## src/hdl/srtt_pkg.sv

```systemverilog
// ----------------------------------------------------------------------------
// srtt_pkg - shared constants for the stepper ramp timer table
// Field widths, register codes, reset values and ramp thresholds.
// ----------------------------------------------------------------------------
package srtt_pkg;

    // Defaults of the top-level parameters
    localparam int unsigned DEF_CLOCK_HZ    = 72000000;
    localparam int unsigned DEF_MAX_STAGES  = 30;
    localparam int unsigned DEF_TIMER_LIMIT = 65535;

    // Field widths
    localparam int IV_W       = 16;
    localparam int RATE_W     = 24;
    localparam int MSR_W      = 10;
    localparam int DIST_W     = 32;
    localparam int STAGE_W    = 5;
    localparam int PRE_W      = 16;
    localparam int PER_W      = 16;
    localparam int CMP_W      = 15;
    localparam int CFG_IDX_W  = 2;
    localparam int CFG_DATA_W = 24;

    // Configuration register indexes
    localparam logic [CFG_IDX_W-1:0] CFG_SID_INTERVAL = 2'd0;
    localparam logic [CFG_IDX_W-1:0] CFG_STEP_RATE    = 2'd1;
    localparam logic [CFG_IDX_W-1:0] CFG_MAX_RATIO    = 2'd2;

    // Register reset values
    localparam logic [IV_W-1:0]   RST_SID_INTERVAL = 16'd6201;
    localparam logic [RATE_W-1:0] RST_STEP_RATE    = 24'd279809;
    localparam logic [MSR_W-1:0]  RST_MAX_RATIO    = 10'd250;

    // Speed ratio limits and the stage counts they select
    localparam logic [IV_W-1:0] RATIO_LIM_3  = 16'd5;
    localparam logic [IV_W-1:0] RATIO_LIM_4  = 16'd10;
    localparam logic [IV_W-1:0] RATIO_LIM_8  = 16'd20;
    localparam logic [IV_W-1:0] RATIO_LIM_15 = 16'd30;
    localparam logic [IV_W-1:0] RATIO_LIM_30 = 16'd150;

    localparam logic [STAGE_W-1:0] STAGES_2  = 5'd2;
    localparam logic [STAGE_W-1:0] STAGES_3  = 5'd3;
    localparam logic [STAGE_W-1:0] STAGES_4  = 5'd4;
    localparam logic [STAGE_W-1:0] STAGES_8  = 5'd8;
    localparam logic [STAGE_W-1:0] STAGES_15 = 5'd15;
    localparam logic [STAGE_W-1:0] STAGES_30 = 5'd30;

    // Timer saturation points
    localparam logic [PRE_W-1:0] PRESCALE_SAT = 16'hFFFF;
    localparam logic [PRE_W:0]   DIVISOR_SAT  = 17'h10000;
    localparam logic [PER_W-1:0] PERIOD_MAX   = 16'hFFFF;

endpackage

```

## src/hdl/srtt_div.sv

```systemverilog
// ----------------------------------------------------------------------------
// srtt_div - bit-serial restoring divider
// One quotient bit per cycle, MSB first; done pulses after DW steps.
// ----------------------------------------------------------------------------
module srtt_div #(
    parameter int DW = 50,
    parameter int DV = 30
) (
    input  logic          i_clk,
    input  logic          i_rst_n,
    input  logic          i_start,
    input  logic [DW-1:0] i_dividend,
    input  logic [DV-1:0] i_divisor,
    output logic          o_done,
    output logic [DW-1:0] o_quotient
);

    localparam int CW = $clog2(DW + 1);

    logic [DW-1:0] r_q;
    logic [DV-1:0] r_rem;
    logic [DV-1:0] r_dvs;
    logic [CW-1:0] r_cnt;
    logic          r_busy;
    logic          r_done;

    logic [DV:0]   n_shift;
    logic [DV:0]   n_diff;
    logic          n_fits;

    // Bring down the next dividend bit and try the subtraction
    assign n_shift = {r_rem, r_q[DW-1]};
    assign n_diff  = n_shift - {1'b0, r_dvs};
    assign n_fits  = (n_shift >= {1'b0, r_dvs});

    always_ff @(posedge i_clk) begin
        if (!i_rst_n) begin
            r_busy <= 1'b0;
            r_done <= 1'b0;
            r_cnt  <= '0;
        end else begin
            r_done <= 1'b0;
            if (i_start) begin
                r_q    <= i_dividend;
                r_rem  <= '0;
                r_dvs  <= i_divisor;
                r_cnt  <= CW'(DW);
                r_busy <= 1'b1;
            end else if (r_busy) begin
                r_q   <= {r_q[DW-2:0], n_fits};
                r_rem <= n_fits ? n_diff[DV-1:0] : n_shift[DV-1:0];
                r_cnt <= r_cnt - CW'(1);
                if (r_cnt == CW'(1)) begin
                    r_busy <= 1'b0;
                    r_done <= 1'b1;
                end
            end
        end
    end

    assign o_done     = r_done;
    assign o_quotient = r_q;

endmodule

```

## src/hdl/stepper_ramp_timer_table.sv

```systemverilog
// ----------------------------------------------------------------------------
// stepper_ramp_timer_table - stepper acceleration ramp generator
// Turns one speed request into one timer setting per ramp stage.
// ----------------------------------------------------------------------------
//
//  Channel   Direction  Handshake                  Payload
//  --------  ---------  -------------------------  ----------------------------
//  in        sink       i_in_valid / o_in_ready    target_interval, goto_mode,
//                                                  goto_distance
//  out       source     o_out_valid / i_out_ready  ramp_stage, prescaler, period,
//                                                  compare, stage_steps,
//                                                  decelerate, hold_speed, last
//  cfg       sink       i_cfg_valid / o_cfg_ready  cfg_index, cfg_data
//
//  One request at a time. All divisions share one bit-serial divider of dividend
//  width DW (DW = clog2(CLOCK_HZ+1) + clog2(MAX_STAGES+1) + 18, 50 at the
//  defaults). Setup costs two divisions plus a shift-add multiply over the
//  16+clog2(MAX_STAGES+1) bits of interval * stages; each stage costs three
//  divisions.
//  A finished stage waits in the output register; the next stage is computed
//  meanwhile, and the next request is taken as soon as the last stage is loaded.
//  Reset is synchronous and active low; it restores the configuration registers.
//  The configuration port is always ready.
//
module stepper_ramp_timer_table #(
    parameter int unsigned CLOCK_HZ    = srtt_pkg::DEF_CLOCK_HZ,
    parameter int unsigned MAX_STAGES  = srtt_pkg::DEF_MAX_STAGES,
    parameter int unsigned TIMER_LIMIT = srtt_pkg::DEF_TIMER_LIMIT
) (
    input  logic                            i_clk,
    input  logic                            i_rst_n,
    // Configuration requests
    input  logic                            i_cfg_valid,
    output logic                            o_cfg_ready,
    input  logic [srtt_pkg::CFG_IDX_W-1:0]  i_cfg_index,
    input  logic [srtt_pkg::CFG_DATA_W-1:0] i_cfg_data,
    // Speed requests
    input  logic                            i_in_valid,
    output logic                            o_in_ready,
    input  logic [srtt_pkg::IV_W-1:0]       i_target_interval,
    input  logic                            i_goto_mode,
    input  logic [srtt_pkg::DIST_W-1:0]     i_goto_distance,
    // Ramp stages
    output logic                            o_out_valid,
    input  logic                            i_out_ready,
    output logic [srtt_pkg::STAGE_W-1:0]    o_ramp_stage,
    output logic [srtt_pkg::PRE_W-1:0]      o_prescaler,
    output logic [srtt_pkg::PER_W-1:0]      o_period,
    output logic [srtt_pkg::CMP_W-1:0]      o_compare,
    output logic [srtt_pkg::DIST_W-1:0]     o_stage_steps,
    output logic                            o_decelerate,
    output logic                            o_hold_speed,
    output logic                            o_last
);

    import srtt_pkg::*;

    localparam int CLK_W = $clog2(CLOCK_HZ + 1);
    localparam int STG_W = $clog2(MAX_STAGES + 1);
    localparam int IVS_W = IV_W + STG_W;          // interval * stages
    localparam int NUM_W = CLK_W + IVS_W;         // CLOCK_HZ * interval * stages
    localparam int DW    = NUM_W + 2;             // divider dividend width
    localparam int DEN_W = RATE_W + STG_W;        // step_rate * stage
    localparam int DV    = DEN_W + 1;             // divider divisor width
    localparam int CUM_W = $clog2(MAX_STAGES * (MAX_STAGES + 1) / 2 + 1);
    localparam int MC_W  = $clog2(IVS_W + 1);
    localparam int J_W   = PRE_W + 1;

    typedef enum logic [2:0] {
        S_IDLE,
        S_MINIV,
        S_RATIO,
        S_MUL,
        S_STAGE,
        S_CNT,
        S_PRE,
        S_PER
    } t_state;

    // Stage count from the speed ratio, capped by MAX_STAGES
    function automatic logic [STG_W-1:0] f_stage_count(input logic [IV_W-1:0] ratio);
        logic [STAGE_W-1:0] s;
        if (ratio < RATIO_LIM_3) begin
            s = STAGES_2;
        end else if (ratio < RATIO_LIM_4) begin
            s = STAGES_3;
        end else if (ratio < RATIO_LIM_8) begin
            s = STAGES_4;
        end else if (ratio < RATIO_LIM_15) begin
            s = STAGES_8;
        end else if (ratio < RATIO_LIM_30) begin
            s = STAGES_15;
        end else begin
            s = STAGES_30;
        end
        if (int'(s) > int'(MAX_STAGES)) begin
            s = STAGE_W'(MAX_STAGES);
        end
        return STG_W'(s);
    endfunction

    t_state              r_state;

    // Configuration registers
    logic [IV_W-1:0]     r_sid;
    logic [RATE_W-1:0]   r_rate;
    logic [MSR_W-1:0]    r_msr;

    // Request and working registers
    logic [IV_W-1:0]     r_target;
    logic                r_goto;
    logic [DIST_W-1:0]   r_dist;
    logic [STG_W-1:0]    r_stages;
    logic [IVS_W-1:0]    r_ivs;
    logic [NUM_W-1:0]    r_num;
    logic [MC_W-1:0]     r_mcnt;
    logic [STG_W-1:0]    r_i;
    logic [DEN_W-1:0]    r_den;
    logic [CUM_W-1:0]    r_cum;       // steps of the stages before r_i
    logic [NUM_W-1:0]    r_count;
    logic [J_W-1:0]      r_j;
    logic [PER_W-1:0]    r_period;
    logic                r_emit;      // a stage result is ready to load

    // Divider request
    logic                r_div_start;
    logic [DW-1:0]       r_div_dvd;
    logic [DV-1:0]       r_div_dvs;
    logic                w_div_done;
    logic [DW-1:0]       w_q;

    // Output register
    logic                r_out_valid;
    logic [STAGE_W-1:0]  r_ramp_stage;
    logic [PRE_W-1:0]    r_prescaler;
    logic [PER_W-1:0]    r_period_out;
    logic [CMP_W-1:0]    r_compare;
    logic [DIST_W-1:0]   r_stage_steps;
    logic                r_decelerate;
    logic                r_hold_speed;
    logic                r_last;

    logic [MSR_W-1:0]    n_msr_eff;
    logic [RATE_W-1:0]   n_rate_eff;
    logic [IV_W-1:0]     n_iv_max;
    logic [IV_W-1:0]     n_iv;
    logic [NUM_W-1:0]    n_num;
    logic [J_W-1:0]      n_j;
    logic [PER_W-1:0]    n_period;
    logic [CUM_W-1:0]    n_cum;
    logic                n_dec;
    logic                n_final;
    logic                n_out_free;
    logic [DIST_W-1:0]   n_steps_fin;
    logic                n_div_start;
    logic                n_load;

    srtt_div #(
        .DW (DW),
        .DV (DV)
    ) u_div (
        .i_clk      (i_clk),
        .i_rst_n    (i_rst_n),
        .i_start    (r_div_start),
        .i_dividend (r_div_dvd),
        .i_divisor  (r_div_dvs),
        .o_done     (w_div_done),
        .o_quotient (w_q)
    );

    // Zero ratio and zero rate count as one
    assign n_msr_eff  = (r_msr == '0) ? MSR_W'(1) : r_msr;
    assign n_rate_eff = (r_rate == '0) ? RATE_W'(1) : r_rate;

    // Clamp to the fastest interval, never zero
    assign n_iv_max = (r_target < w_q[IV_W-1:0]) ? w_q[IV_W-1:0] : r_target;
    assign n_iv     = (n_iv_max == '0) ? IV_W'(1) : n_iv_max;

    // One multiplier bit per cycle, MSB first
    assign n_num = {r_num[NUM_W-2:0], 1'b0} + (r_ivs[IVS_W-1] ? NUM_W'(CLOCK_HZ) : '0);

    // Timer divisor j = count / limit + 1, saturated
    assign n_j = (w_q >= DW'(PRESCALE_SAT)) ? DIVISOR_SAT
                                             : (J_W'(w_q[PRE_W-1:0]) + J_W'(1));
    assign n_period = (w_q > DW'(PERIOD_MAX)) ? PERIOD_MAX : w_q[PER_W-1:0];

    // Goto cut: the move is too short for another stage each way
    assign n_cum       = r_cum + CUM_W'(r_i);
    assign n_dec       = r_goto && ((DIST_W + 1)'(r_dist) < (DIST_W + 1)'({n_cum, 1'b0}));
    assign n_final     = n_dec || (r_i == r_stages);
    assign n_steps_fin = r_dist - DIST_W'({r_cum, 1'b0});
    assign n_out_free  = !r_out_valid || i_out_ready;

    // Load a finished stage as soon as the output register frees up
    assign n_load = (r_state == S_PER) && r_emit && n_out_free;

    // Kick the divider on request, per stage, and after each chained result
    assign n_div_start = ((r_state == S_IDLE) && i_in_valid) || (r_state == S_STAGE) ||
                         (w_div_done && ((r_state == S_MINIV) || (r_state == S_CNT) ||
                                         (r_state == S_PRE)));

    always_ff @(posedge i_clk) begin
        if (!i_rst_n) begin
            r_state     <= S_IDLE;
            r_sid       <= RST_SID_INTERVAL;
            r_rate      <= RST_STEP_RATE;
            r_msr       <= RST_MAX_RATIO;
            r_div_start <= 1'b0;
            r_emit      <= 1'b0;
            r_out_valid <= 1'b0;
        end else begin
            r_div_start <= n_div_start;

            // Configuration writes; drop unknown indexes
            if (i_cfg_valid) begin
                case (i_cfg_index)
                    CFG_SID_INTERVAL: r_sid  <= i_cfg_data[IV_W-1:0];
                    CFG_STEP_RATE:    r_rate <= i_cfg_data[RATE_W-1:0];
                    CFG_MAX_RATIO:    r_msr  <= i_cfg_data[MSR_W-1:0];
                    default: ;
                endcase
            end

            if (n_load) begin
                r_out_valid <= 1'b1;
            end else if (r_out_valid && i_out_ready) begin
                r_out_valid <= 1'b0;
            end

            case (r_state)
                S_IDLE: begin
                    if (i_in_valid) begin
                        r_target    <= i_target_interval;
                        r_goto      <= i_goto_mode;
                        r_dist      <= i_goto_distance;
                        r_div_dvd   <= DW'(r_sid);
                        r_div_dvs   <= DV'(n_msr_eff);
                        r_state     <= S_MINIV;
                    end
                end
                S_MINIV: begin
                    if (w_div_done) begin
                        r_div_dvd   <= DW'(r_sid);
                        r_div_dvs   <= DV'(n_iv);
                        r_ivs       <= IVS_W'(n_iv);
                        r_state     <= S_RATIO;
                    end
                end
                S_RATIO: begin
                    if (w_div_done) begin
                        r_stages <= f_stage_count(w_q[IV_W-1:0]);
                        r_ivs    <= r_ivs * IVS_W'(f_stage_count(w_q[IV_W-1:0]));
                        r_num    <= '0;
                        r_mcnt   <= MC_W'(IVS_W);
                        r_i      <= STG_W'(1);
                        r_den    <= DEN_W'(n_rate_eff);
                        r_cum    <= '0;
                        r_state  <= S_MUL;
                    end
                end
                S_MUL: begin
                    r_num  <= n_num;
                    r_ivs  <= {r_ivs[IVS_W-2:0], 1'b0};
                    r_mcnt <= r_mcnt - MC_W'(1);
                    if (r_mcnt == MC_W'(1)) begin
                        r_state <= S_STAGE;
                    end
                end
                S_STAGE: begin
                    // count = round(num / den)
                    r_div_dvd   <= DW'({r_num, 1'b0}) + DW'(r_den);
                    r_div_dvs   <= {r_den, 1'b0};
                    r_state     <= S_CNT;
                end
                S_CNT: begin
                    if (w_div_done) begin
                        r_count     <= w_q[NUM_W-1:0];
                        r_div_dvd   <= w_q;
                        r_div_dvs   <= DV'(TIMER_LIMIT);
                        r_state     <= S_PRE;
                    end
                end
                S_PRE: begin
                    if (w_div_done) begin
                        // period = round(count / j)
                        r_j         <= n_j;
                        r_div_dvd   <= DW'({r_count, 1'b0}) + DW'(n_j);
                        r_div_dvs   <= DV'({n_j, 1'b0});
                        r_state     <= S_PER;
                    end
                end
                S_PER: begin
                    if (w_div_done) begin
                        r_period <= n_period;
                        r_emit   <= 1'b1;
                    end
                    // Hold the stage until the output register frees up
                    if (n_load) begin
                        r_emit        <= 1'b0;
                        r_ramp_stage  <= STAGE_W'(r_i);
                        r_prescaler   <= PRE_W'(r_j - J_W'(1));
                        r_period_out  <= r_period;
                        r_compare     <= r_period[PER_W-1:1];
                        r_stage_steps <= (r_goto && n_final) ? n_steps_fin : DIST_W'(r_i);
                        r_decelerate  <= n_dec;
                        r_hold_speed  <= !r_goto && (r_i == r_stages);
                        r_last        <= n_final;
                        if (n_final) begin
                            r_state <= S_IDLE;
                        end else begin
                            r_cum   <= n_cum;
                            r_i     <= r_i + STG_W'(1);
                            r_den   <= r_den + DEN_W'(n_rate_eff);
                            r_state <= S_STAGE;
                        end
                    end
                end
                default: begin
                    r_state <= S_IDLE;
                end
            endcase
        end
    end

    assign o_cfg_ready   = 1'b1;
    assign o_in_ready    = (r_state == S_IDLE);
    assign o_out_valid   = r_out_valid;
    assign o_ramp_stage  = r_ramp_stage;
    assign o_prescaler   = r_prescaler;
    assign o_period      = r_period_out;
    assign o_compare     = r_compare;
    assign o_stage_steps = r_stage_steps;
    assign o_decelerate  = r_decelerate;
    assign o_hold_speed  = r_hold_speed;
    assign o_last        = r_last;

endmodule

```

## config.mk

```make
export PLATFORM = sky130hd
export DESIGN_NAME = stepper_ramp_timer_table
export DESIGN_NICKNAME = d
export VERILOG_FILES = /design/src/hdl/srtt_pkg.sv /design/src/hdl/srtt_div.sv /design/src/hdl/stepper_ramp_timer_table.sv
export SDC_FILE = /design/constraint.sdc
export NUM_CORES = 1
export LEC_CHECK = 0
export ABC_AREA = 1
export BUFFER_PORTS_ARGS = -buffer_cell sky130_fd_sc_hd__clkbuf_2
export CAP_MARGIN = 15
export CORE_MARGIN = 2
export CORE_UTILIZATION = 51
export CTS_CLUSTER_SIZE = 25
export DETAILED_ROUTE_END_ITERATION = 8
export PLACE_DENSITY = 0.68
export REMOVE_ABC_BUFFERS = 1
export SYNTH_ARGS = -nofsm -noshare
export SYNTH_HDL_FRONTEND = slang
export SYNTH_SLANG_ARGS = --single-unit
```

## constraint.sdc

```tcl
create_clock -name i_clk -period 9.05 [get_ports i_clk]
set_clock_uncertainty 0.2 [all_clocks]
set_input_delay 0.4525 -clock i_clk [delete_from_list [all_inputs] [get_ports i_clk]]
set_output_delay 0.4525 -clock i_clk [all_outputs]
set_load 0.05 [all_outputs]
```

After elaboration in Yosys (flattened, before gate mapping)
Index checks and enable logic that the tools add are counted.
W data, S select, Z words.
{ "totals": {"inputBits": 80, "word_cells": 202, "ff_bits": 592, "output_inout_bits": 90} }
{ "op_classes": {"order_cmp": 11, "n_reduce_logical": 47, "n_addsub": 12, "bitwise": 2, "mux": 71, "n_eq_ne": 20, "n_mul": 1} }
{ "op_table": {"columns": ["op", "n"], "rows": [
  ["$mux W50", 6],
  ["$pmux W50 S5", 1],
  ["$mux W30", 6],
  ["$pmux W30 S5", 1],
  ["$pmux W48 S2", 1],
  ["$mux W29", 3],
  ["$mux W5", 17],
  ["$pmux W21 S3", 1],
  ["$pmux W29 S2", 1],
  ["$add A49 B17 Y50", 1],
  ["$add A49 B29 Y50", 1],
  ["$ge A50 B16 Y1 const B", 1],
  ["$gt A50 B16 Y1 const B", 1],
  ["$add A48 B27 Y48", 1],
  ["$mux W48", 1],
  ["$mux W21", 2],
  ["$lt A16 B5 Y1 const B", 2],
  ["$lt A32 B10 Y1", 1],
  ["$mux W16", 2],
  ["$sub A32 B10 Y32", 1],
  ["$ge A31 B30 Y1", 1],
  ["$sub A30 B30 Y30", 1],
  ["$add A29 B24 Y29", 1],
  ["$mux W27", 1],
  ["other kinds (52)", 109]
]} }

Depth between registers and ports, before layout
{ "logic_depth": {"word_depth": 17, "mapped_depth": 28, "mapped_depth_nobuf": 28} }

By module
From an unflattened synthesis, not the netlist that was laid out.
{ "unflattened": {"cells_unflattened": 4341, "hier_area_um2": 35703.0} }
{ "by_module_without_submodules": {"columns": ["mod", "instances", "area_per_inst_um2", "seq_area_each_um2", "cells_each"], "rows": [
  ["stepper_ramp_timer_table", 1, 28317.2, 12952.4, 3344],
  ["srtt_div", 1, 7385.8, 3463.3, 997]
]} }

Least setup slack after synthesis
Ideal clock, no wire load.
{ "synth_timing": {"kind": "register to register", "start": "register r_i[0]", "end": "register r_cum[0] (enable)", "slack_ps": 2784, "t_arrival_ps": 5558, "path_buffers": 0, "stages_incl_launch_ff": 17, "setup_ps": 508, "cell_sequence": "edfxtp_1 > ha_1 > fa_1 > nand3_1 > nand2_1 > nand2_1 > a21oi_1 > xor2_1 > ha_1 > nand2_1 > inv_1 > nand3_1 > a21oi_1 > o2111ai_1 > nand2_1 > nand3_1 > a211oi_1"} }
{ "synth_via": {"elab_chain_cells": 6, "word_cells_on_any_way": 7, "classes_between": "1 x add/sub; 1 x order compare; 2 x eq/ne; 3 x reduce/logical"} }
{ "synth_lines": {"columns": ["item", "line", "source"], "rows": [
  ["start: declaration", "stepper_ramp_timer_table.sv:117", "logic [STG_W-1:0] r_i;"],
  ["start signal: assignment", "stepper_ramp_timer_table.sv:312", "r_i <= r_i + STG_W'(1);"],
  ["$add A9 B5 Y9", "stepper_ramp_timer_table.sv:188", "assign n_cum = r_cum + CUM_W'(r_i);"],
  ["$lt A32 B10 Y1", "stepper_ramp_timer_table.sv:189", "assign n_dec = r_goto && ((DIST_W + 1)'(r_dist) < (DIST_W + 1)'({n_cum, 1'b0}));"],
  ["$logic_and A1 B1 Y1", "stepper_ramp_timer_table.sv:189", null],
  ["$logic_or A1 B1 Y1 (*)", "stepper_ramp_timer_table.sv:190", "assign n_final = n_dec || (r_i == r_stages);"],
  ["$ne A2 B2 Y1 (no source line) (*)", null, null],
  ["$reduce_and A5 Y1 (no source line) (*)", null, null],
  ["end signal: assignment", "stepper_ramp_timer_table.sv:311", "r_cum <= n_cum;"],
  ["end: declaration", "stepper_ramp_timer_table.sv:119", "logic [CUM_W-1:0] r_cum;"]
]} }
Every way passes the cells marked *; elsewhere a longest branch is shown, timed or not.
A chain may end at the register's enable or synchronous reset.

Worst setup path in the final report
{ "layout_timing": {"start": "register u_div.r_q[7] (netlist: u_div.o_quotient[7])", "end": "register r_ivs[13], data pin"} }
{ "layout_via": {"elab_chain_cells": 17, "word_cells_on_any_way": 26, "classes_between": "1 x mul; 7 x order compare; 17 x mux; 1 x reduce/logical"} }
{ "layout_lines": {"columns": ["item", "line", "source"], "rows": [
  ["start: declaration", "srtt_div.sv:20", "logic [DW-1:0] r_q;"],
  ["start signal: assignment", "srtt_div.sv:44", "r_q <= i_dividend;"],
  ["start signal: assignment", "srtt_div.sv:50", "r_q <= {r_q[DW-2:0], n_fits};"],
  ["$lt A16 B8 Y1", "stepper_ramp_timer_table.sv:91", "end else if (ratio < RATIO_LIM_30) begin"],
  ["$mux W5", "stepper_ramp_timer_table.sv:91", null],
  ["$mux W5", "stepper_ramp_timer_table.sv:89", "end else if (ratio < RATIO_LIM_15) begin"],
  ["$mux W5", "stepper_ramp_timer_table.sv:87", "end else if (ratio < RATIO_LIM_8) begin"],
  ["$mux W5", "stepper_ramp_timer_table.sv:85", "end else if (ratio < RATIO_LIM_4) begin"],
  ["$mux W5", "stepper_ramp_timer_table.sv:83", "if (ratio < RATIO_LIM_3) begin"],
  ["$mux W5", "stepper_ramp_timer_table.sv:250", "if (w_div_done) begin"],
  ["$mux W5", "stepper_ramp_timer_table.sv:230", "case (r_state)"],
  ["$mux W5", "stepper_ramp_timer_table.sv:203", "if (!i_rst_n) begin"],
  ["$gt A5 B5 Y1", "stepper_ramp_timer_table.sv:96", "if (int'(s) > int'(MAX_STAGES)) begin"],
  ["$mux W5", "stepper_ramp_timer_table.sv:96", null],
  ["$mux W5", "stepper_ramp_timer_table.sv:250", null],
  ["$mux W5", "stepper_ramp_timer_table.sv:230", null],
  ["$mux W5", "stepper_ramp_timer_table.sv:203", null],
  ["$mul A21 B5 Y21", "stepper_ramp_timer_table.sv:252", "r_ivs <= r_ivs * IVS_W'(f_stage_count(w_q[IV_W-1:0]));"],
  ["$mux W21", "stepper_ramp_timer_table.sv:250", null],
  ["$pmux W21 S3 (*)", "stepper_ramp_timer_table.sv:230", null],
  ["end signal: assignment", "stepper_ramp_timer_table.sv:245", "r_ivs <= IVS_W'(n_iv);"],
  ["end signal: assignment", "stepper_ramp_timer_table.sv:252", null],
  ["end signal: assignment", "stepper_ramp_timer_table.sv:263", "r_ivs <= {r_ivs[IVS_W-2:0], 1'b0};"],
  ["end: declaration", "stepper_ramp_timer_table.sv:114", "logic [IVS_W-1:0] r_ivs;"]
]} }
Every way passes the cells marked *; elsewhere a longest branch is shown, timed or not. The select of a mux whose other input is x is not followed.

==> run summary <==
The count of final max-slew check failures is 0, and the detail-routed via count per cell is 5.648. The run gives 28.04% as the global routing usage summed across all routing layers. Wires add up to 98390 um. The tools report the number of antenna violations at the first check in global routing as 3.

Averaged over all synthesized cells, the footprint is 8.596 sq um. The worst pin sits at a relative slew slack of 29.02%. For this block, the via count after detailed routing is 29000.

The number of buffers created by CTS is 66. In the final routed layout, each cell accounts on average for 19.16 um. Setup repair after global routing left no endpoint under its margin.

After synthesis, the cell types taking the most area are edfxtp_1, nand2_1, ha_1, inv_1, nor2_1. After technology mapping, the gate count stands at 4003. edfxtp_1 takes more of the synthesized area than any other cell. The most used flip-flop cell after synthesis is edfxtp_1. The post-synthesis cell area is 34410 sq um, and the number of top-level pins is 170. The signal on the critical path passes through inv_1, nand2_1, nor2_1, nand3_1, nand2_1, inv_1, nand2_1, fa_1, fa_1, fa_1, inv_1, ha_1, nand2_1, nand3_1, nand2_1, nand2_1, a21oi_1, o21ai_0, a21oi_1, a21oi_1, o21ai_0, o221ai_1.

Among all cell types in the netlist, the one instantiated most often is nand2_1. Detailed placement finished with a half-perimeter wire length of 73290 um. STA classifies the critical path startpoint as a flip-flop. The pin count of the biggest net entering global routing was 92; the sequential fraction of the synthesis area was 47.71%.

TritonCTS built the clock tree. The run gives 152500 um as the wire length of the first global-routing pass. The area taken by flip-flops and latches was 16420 sq um; the fraction of the cycle the final worst path needs was 67.39%. The run gives 0 as the count of endpoints failing hold in the final timing report. Along the worst path, the maximum fanout reaches 15.

The quantity of I/O buffers inserted on ports is 168, and the H-tree level count is 3. Setup total negative slack on the finished layout was measured at 0 ns. The tools report the count of max-cap constraint violations as 0.

Ranked by instance count, the synthesized netlist is headed by nand2_1, inv_1, edfxtp_1, nor2_1, o21ai_0. In this run the static leakage power is 15.95 nW. The data arrival time at the worst-slack endpoint was 6.24 ns.

In this design, the stage delay of the slowest critical-path cell is 0.58 ns. The core region is 67040 sq um. For this run, the detailed router's first-pass iteration total came to 6. The post-placement cell area was 36060 sq um.

The via count of the first global-routing pass was 26980; the remaining design rule violation count was 0. The die span in y works out to 263.8 um. Yosys mapped a number of flops with a built-in enable equal to 504.

Data on the critical path is required at its endpoint by 9.19 ns. Excluding fillers, the count of instances in the completed layout stands at 5135. Slew at the pin with the worst max-slew slack: 1.064 ns. The number of gates resized after CTS was 0.

The register bit total from synthesis is 568, and the cell total after placement is 4940. The die covers 69560 sq um. No sink is reached through more buffers than the 3 on the longest clock path. In this run the remaining antenna-violating nets after routing total 0.

During synthesis, Yosys emitted a total of 0 warnings. The flow ran to the end, and the final reports show no timing, DRC or antenna violations. The fraction of final layout cells sized beyond drive strength 1 is 9.085%. The number of buffers added for setup after CTS is 0.

Setup violations remaining at the end of the flow were counted as 0. After the first detailed-routing iteration, the DRC count stood at 2977. For the final setup slack of the worst path, the log shows 2.951 ns.

Measured on the finished design, the core utilization comes to 58.09%. Capturing element type of the critical path: a flip-flop. The library cell appearing most often on the critical path is nand2_1.

The synthesized netlist contains 59 unique library cells. The completed layout was analyzed and its total power is 10.40 mW. Row generation in the floorplan step produced 95 rows.

The initial core utilization is 51.33%, and the multi-input combinational cell area is 15470 sq um. The number of sinks handled by clock tree synthesis is 568, and the die outline width is 263.8 um. With fillers left out, the area of the finished cells amounts to 38940 sq um.

After synthesis, the largest area contributor takes up 43.98% of total cell area. The tools report the worst-skew pair later-pin latency as 0.62 ns. The setup path with the least slack is of type reg2reg. The layout has 5959 filler cells. Clock-pin slew on the worst setup and hold paths: 0.06 ns. The cell type of the slowest stage on the worst timing path was nand2_1. Class of the most critical hold timing path: in2reg. VDD sags by at most 180.5 uV.

On the final layout, the worst hold slack is 0.04026 ns. The run gives 4509 as the number of nets in the layout. After layout, the minimum clock period comes to 6.099 ns. The total power density per cell area is 267.0 nW/um^2, and the synthesis-to-layout area growth is 13.18%. Share of flip-flops with an asynchronous set or reset: 0%. The root buffer selected by CTS is clkbuf_16. The total overflow left after global routing is 0. For this design, the CTS-stage hold fixing added 73 buffers. Timing analysis after detailed placement gives a worst setup slack of 3.030 ns.

For this run, the top clock speed supported by timing is 0.1640 GHz. At the end of routability-driven placement, the weighted congestion stood at 0.9670.
## path summary, 6_finish.rpt
kind / startpoint / to / slack [ns] / cells after the start
setup / recovery: u_div.o_quotient[7] / r_ivs[13] / 2.95 / 22
hold / removal: i_cfg_index[1] / r_rate[0] / 0.04 / 4
setup reg to reg: u_div.o_quotient[7] / r_ivs[13] / 2.95 / 22
hold reg to reg: r_div_dvs[27] / u_div.r_dvs[27] / 0.21 / 0
## layout by cell type, fill, tap and decap left out, types with 14 or more instances in the layout
| master | instances |
|---|---|
| clkbuf_1 | 14 |
| o221ai_1 | 14 |
| buf_4 | 24 |
| a31oi_1 | 22 |
| nand3_1 | 217 |
| a21oi_1 | 283 |
| clkbuf_2 | 168 |
| clkbuf_16 | 68 |
| nor2_1 | 397 |
| xnor2_1 | 30 |
| nor3_1 | 69 |
| nand2_1 | 843 |
| o21ai_1 | 14 |
| or2_2 | 33 |
| ha_1 | 164 |
| dfxtp_1 | 63 |
| fa_1 | 56 |
| nor4_1 | 35 |
| o211ai_1 | 30 |
| nand4_1 | 49 |
| dlygate4sd3_1 | 73 |
| edfxtp_1 | 504 |
| o2111ai_1 | 18 |
| xor2_1 | 56 |
| o21ai_0 | 302 |
| inv_1 | 530 |
## sequential cells by signal (all words and copies together) (netlist names), 21 cells and up
name              count
r_count              48
o_stage_steps        32
r_div_dvd            50
r_dist               32
u_div.o_quotient     50
u_div.r_rem          30
r_rate               24
r_den                29
r_num                39
r_div_dvs            30
u_div.r_dvs          30
r_ivs                21
## critical path, delay by kind of cell, from the launching register on
family                     cells  cell delay, ns
and+or+nand+nor                9            1.58
buffers and inverters          3            0.51
adders and majority gates      4            1.88
DFF                            1            0.52
AOI/OAI and AO/OA              6            1.12
## report_power, final
group	switching, mW	total, mW	leakage (nW)	internal (mW)
Clock	1.13	2.62	1.03	1.49
Combinational	2.74	4.09	9.96	1.35
Sequential	0.267	3.69	4.96	3.42
Total	4.14	10.4	15.9	6.26
## area by class of cell
cell class / count / share of cell area (%)
clock inverters: 33 / 0.8064
multi-input cells: 2762 / 39.74
clock buffers: 86 / 4.646
repair buffers: 267 / 4.597
inverters: 544 / 5.243
flip-flops and latches: 568 / 42.15
well taps: 873 / 2.805
diodes: 2 / 0.01285
## cell families after synthesis
| family | after synthesis | share of synthesized area (%) |
|---|---|---|
| and+or+nand+nor | 1699 | 20.99 |
| AOI/OAI and AO/OA | 756 | 12.27 |
| adders and majority gates | 220 | 9.221 |
| xor gates and xnor gates | 86 | 2.189 |
| buffers and inverters | 673 | 7.610 |
| other | 1 | 0.01090 |
| DFF | 568 | 47.71 |
## per-layer routing
layer / track usage, % / routed length, um / vias up / share of wire, %
met3: 4.083 / 8049 / 162 / 8.2
met1: 41.53 / 44700 / 13670 / 45
met2: 42.24 / 42590 / 1156 / 43
met5: 0 / 0 / - / 0
li1: - / - / 14020 / -
met4: 9.459 / 3048 / 0 / 3.1
No activity file was read; power rests on OpenSTA's default activity.
